### config.mk
export PLATFORM = sky130hd
export DESIGN_NAME = feqt_ctrl
export DESIGN_NICKNAME = d
export VERILOG_FILES = /design/src/hdl/feqt_pkg.sv /design/src/hdl/feqt_ctrl.sv
export SDC_FILE = /design/constraint.sdc
export NUM_CORES = 1
export LEC_CHECK = 0
export BUFFER_PORTS_ARGS = -buffer_cell sky130_fd_sc_hd__buf_2
export CAP_MARGIN = 20
export CORE_MARGIN = 2
export CORE_UTILIZATION = 30
export DETAILED_ROUTE_END_ITERATION = 8
export PLACE_DENSITY_LB_ADDON = 0.1
export SLEW_MARGIN = 25
export SYNTH_ARGS = -nofsm -noshare
export SYNTH_HDL_FRONTEND = slang
export SYNTH_SLANG_ARGS = --single-unit
### constraint.sdc
create_clock -name clk -period 2.5 [get_ports clk]
set_input_delay 0.5 -clock clk [delete_from_list [all_inputs] [get_ports clk]]
set_output_delay 0.5 -clock clk [all_outputs]
set_load 0.02 [all_outputs]
### src/hdl/feqt_pkg.sv
// Package for the flow event queue table: request and status codes, default sizes,
// and the command and status structs between controller and datapath.
// No dependencies.
package feqt_pkg;

  localparam int NUM_FLOWS_DEF   = 256;
  localparam int NUM_QUEUES_DEF  = 8;
  localparam int QUEUE_DEPTH_DEF = 64;

  localparam logic [2:0] REQ_ADD    = 3'd0;
  localparam logic [2:0] REQ_DEL    = 3'd1;
  localparam logic [2:0] REQ_HAS    = 3'd2;
  localparam logic [2:0] REQ_ZERO   = 3'd3;
  localparam logic [2:0] REQ_NOTIFY = 3'd4;
  localparam logic [2:0] REQ_DRAIN  = 3'd5;

  localparam logic [2:0] ST_OK       = 3'd0;
  localparam logic [2:0] ST_MAPPED   = 3'd1;
  localparam logic [2:0] ST_UNMAPPED = 3'd2;
  localparam logic [2:0] ST_FULL     = 3'd3;
  localparam logic [2:0] ST_EMPTY    = 3'd4;

  typedef struct packed {
    logic accept;
    logic clr_step;
    logic exec;
    logic zero_start;
    logic zero_step;
    logic zero_fin;
    logic drain_start;
    logic drain_rd;
    logic drain_out;
  } feqt_cmd_t;

  typedef struct packed {
    logic [2:0] req_type;
    logic       q_ok;
    logic       drain_empty;
    logic       clear_done;
    logic       sweep_done;
    logic       drain_last;
    logic       out_free;
  } feqt_stat_t;

endpackage

### src/hdl/feqt_ctrl.sv
// Controller of the flow event queue table: sequences the reset clearing pass,
// single-step requests, the zero sweep and the drain loop.
// Depends on feqt_pkg.
module feqt_ctrl (
  input  logic                 clk,
  input  logic                 rst,
  input  logic                 s_valid,
  output logic                 s_ready,
  input  feqt_pkg::feqt_stat_t stat,
  output feqt_pkg::feqt_cmd_t  cmd
);

  typedef enum logic [6:0] {
    S_CLEAR  = 7'b0000001,
    S_IDLE   = 7'b0000010,
    S_EXEC   = 7'b0000100,
    S_ZSWEEP = 7'b0001000,
    S_ZFIN   = 7'b0010000,
    S_DRD    = 7'b0100000,
    S_DOUT   = 7'b1000000
  } state_t;

  state_t state;
  state_t state_next;

  always_ff @(posedge clk) begin
    if (rst) begin
      state <= S_CLEAR;
    end else begin
      state <= state_next;
    end
  end

  assign s_ready = state == S_IDLE;

  always_comb begin
    state_next = state;
    cmd        = '0;
    unique case (state)
      S_CLEAR: begin
        cmd.clr_step = 1'b1;
        if (stat.clear_done) begin
          state_next = S_IDLE;
        end
      end
      S_IDLE: begin
        if (s_valid) begin
          cmd.accept = 1'b1;
          state_next = S_EXEC;
        end
      end
      S_EXEC: begin
        if (stat.req_type == feqt_pkg::REQ_ZERO && stat.q_ok) begin
          cmd.zero_start = 1'b1;
          state_next     = S_ZSWEEP;
        end else if (stat.req_type == feqt_pkg::REQ_DRAIN && !stat.drain_empty) begin
          cmd.drain_start = 1'b1;
          state_next      = S_DRD;
        end else if (stat.out_free) begin
          cmd.exec   = 1'b1;
          state_next = S_IDLE;
        end
      end
      S_ZSWEEP: begin
        cmd.zero_step = 1'b1;
        if (stat.sweep_done) begin
          state_next = S_ZFIN;
        end
      end
      S_ZFIN: begin
        if (stat.out_free) begin
          cmd.zero_fin = 1'b1;
          state_next   = S_IDLE;
        end
      end
      S_DRD: begin
        cmd.drain_rd = 1'b1;
        state_next   = S_DOUT;
      end
      S_DOUT: begin
        if (stat.out_free) begin
          cmd.drain_out = 1'b1;
          state_next    = stat.drain_last ? S_IDLE : S_DRD;
        end
      end
      default: state_next = S_CLEAR;
    endcase
  end

endmodule

==> summary.md <==
| Metric | Value |
|---|---|
| Worst Setup End Kind | output pin |
| Synth Cell Area | about 620 µm² |
| Max Freq | a little over 400 MHz |
| Post-synth EDFFs | 0 |
| Nets@finish | 110 |
| Die ar. | about 2500 µm² |
| Tmin final | approximately 2.4 ns |
| Syn_area_per_cell | about 8.3 µm² |
| Worst Setup SP | state[2]$_SDFFE_PP0P_ |
| Initial antenna violation count | 0 |
| Post CTS Setup Buffer Count | 0 |
| Vias in the first global route | a little over 600 |
| Critical path launch point type | flip-flop |
| Peak supply drop | around 0.23 mV |
| Slew HR | 0.7080 |
| Max clock buf depth | 2 |
| Drt drc | 0 |
| Top Registers | state (7) |
| Seq cells post-synth | 7 |
| CP Max Fanout | 10 |
| Post-route antenna net violation count | 0 |
| Max FFs per register | 7 |
| Initial Util | 0.3176 |
| Slew Viols, Final | 0 |
| Routed WL | approximately 1.6 mm |
| Worst r2r src | state[5]$_SDFFE_PP0P_ |
| Area of the multi-input gates | about 440 µm² |
| Final hold slack | between 0.4 and 0.5 ns |
| Hold Startpoint | rst |
| Share of layout cells above drive strength 1 | 0.3918 |
| Clock Latency Late Sink | around 0.26 ns |
| Register Area | ~140 µm² |
| Ys async rst share | 0 |
| Total Power | roughly 530 µW |
| Root Driver | clkbuf_4 |
| RePlAce Congestion | roughly 0.75 |
| Most common cell in the netlist | nor2_1 |
| Synth cell count leaders | 11 x nor2_1, 7 x dfxtp_1, 4 x buf_2, 4 x nand2_1 |
| Setup Skew | approximately 0.0024 ns |
| GR Overflow Total | 0 |
| Final Hold Viols | 0 |
| Sequential element share of the synthesized area | 0.2249 |
| Pre-antenna DRT Iters | 4 |
| Clock slew at reported path FFs | approximately 0.06 ns |
| Yosys Warn Count | 0 |
| Hold Buf Count CTS | 0 |
| # IOs | 22 |
| Post-placement cell count | 120 |
| Hpwl dp | approximately 1.3 mm |
| Cells after synthesis | 75 |
| Pwr Density | approximately 680 nW/µm² |
| Synth Flop Type | dfxtp_1 |
| Non-Filler Instances | around 120 |
| Setup violators final | 0 |
| Vias | 640 |
| Worst Tran Pin Value | 0.4340 ns |
| First-pass GRT wire length | ~2.6 mm |
| Worst hold-check path type | input port to flip-flop |
| Post-synth top area share | 0.2249 |
| Fill count | roughly 230 |
| Netlist cell types | 37 |
| Die Ht | roughly 50 µm |
| Status | finished clean |
| Sinks on Clock Net | 7 |
| Vias/cell | between 5 and 6 |
| Buffers on Ports | 21 |
| Std-Cell Rows | 16 |
| Unrepaired setup endpoints after global routing | no |
| Die X | roughly 50 µm |
| ANT cells | 0 |
| WP data required | approximately 2 ns |
| Area growth syn-to-layout | 24.70% |
| Mapped Nets | 87 |
| Static Leak | 0.0003538 µW |
| Resize count post-CTS | 0 |
| Setup TNS | 0 ns |
| Largest net degree at the start of global routing | 11 |
| CTS tree | yes |
| CTS H-tree lvls | 1 |
| Largest register by flop count | state |
| Core ar. | around 2000 µm² |
| Synth area leaders | dfxtp_1 22%, nor4b_4 7.6%, nor2_1 6.6%, nor4b_1 4.2%, buf_2 3.2% |
| Crit path kind | flip-flop to output pin |
| Total track usage | 0.1446 |
| Max Cap Viol | 0 |
| CTS Buf Count | 3 |
| Fin crit share | 0.9617 |
| Initial DRC count | 10 |
| CP arrival | 1.90 ns |
| Post-synth top area cell | dfxtp_1 |
| Wire length per cell | ~13 µm |
[path summary, 6_finish.rpt]
path / endpoint / cells past startpoint / slack (ns)
setup / recovery: cmd[8] / 4 / 0.1
hold / removal: state[3]$_SDFFE_PP0P_ / 2 / 0.45
hold reg to reg: state[4]$_SDFFE_PP0P_ / 1 / 0.59
setup reg to reg: state[4]$_SDFFE_PP0P_ / 5 / 0.78
[per-layer routing]
metal,wire (µm),up-vias,GRT usage
met2,753,31,0.2289
met1,658,289,0.1577
met3,125,5,0.03939
met4,45,0,0.1250
li1,-,315,-
met5,0,-,0
[metrics by stage]
stage                       util  setup slack [ns]  instance area, µm²
after floorplan                -            0.3111               623.1
final                     0.3960           0.09568               777.0
after CTS                 0.3954           0.03931               775.7
after global placement    0.3820            0.3270               749.5
after detailed placement  0.3820            0.3237               749.5
after global routing      0.3960           0.04031               777.0
[layout by cell type, fill, tap and decap left out, types with 4 or more instances in the layout]
master,instances
buf_2,21
dfxtp_1,6
nand2_1,4
nor2_1,11
[final cells by class]
cell class	count	share of cell area
Sequential cell	7	0.1820
Clock buffer	4	0.03382
Inverter	2	0.009662
Timing Repair Buffer	24	0.1643
Tap cell	27	0.04348
Multi-Input combinational cell	60	0.5668
[report_power, final]
part / total (µW) / switching [µW] / leakage, µW / internal (µW)
clock network: 111 / 49.5 / 0.0000150 / 61.4
logic: 257 / 130 / 0.000281 / 126
registers: 162 / 33.3 / 0.0000574 / 128
total: 529 / 213 / 0.000354 / 316
[critical path: stages (launching register included)]
cell and delay (ns):
dfxtp_1 0.40, or4_4 0.56, nor4b_4 0.32, and2_4 0.20
buf_2 0.16
[cell families after synthesis]
logic type                count (synthesis)  share of synthesized area
and+or+nand+nor                          42                     0.4679
AOI/OAI and AO/OA                        14                     0.1787
buffers and inverters                     8                    0.06827
DFF                                       7                     0.2249
xor gates and xnor gates                  2                    0.02812
muxes                                     2                    0.03213
Power figures use the tool's default switching activity.
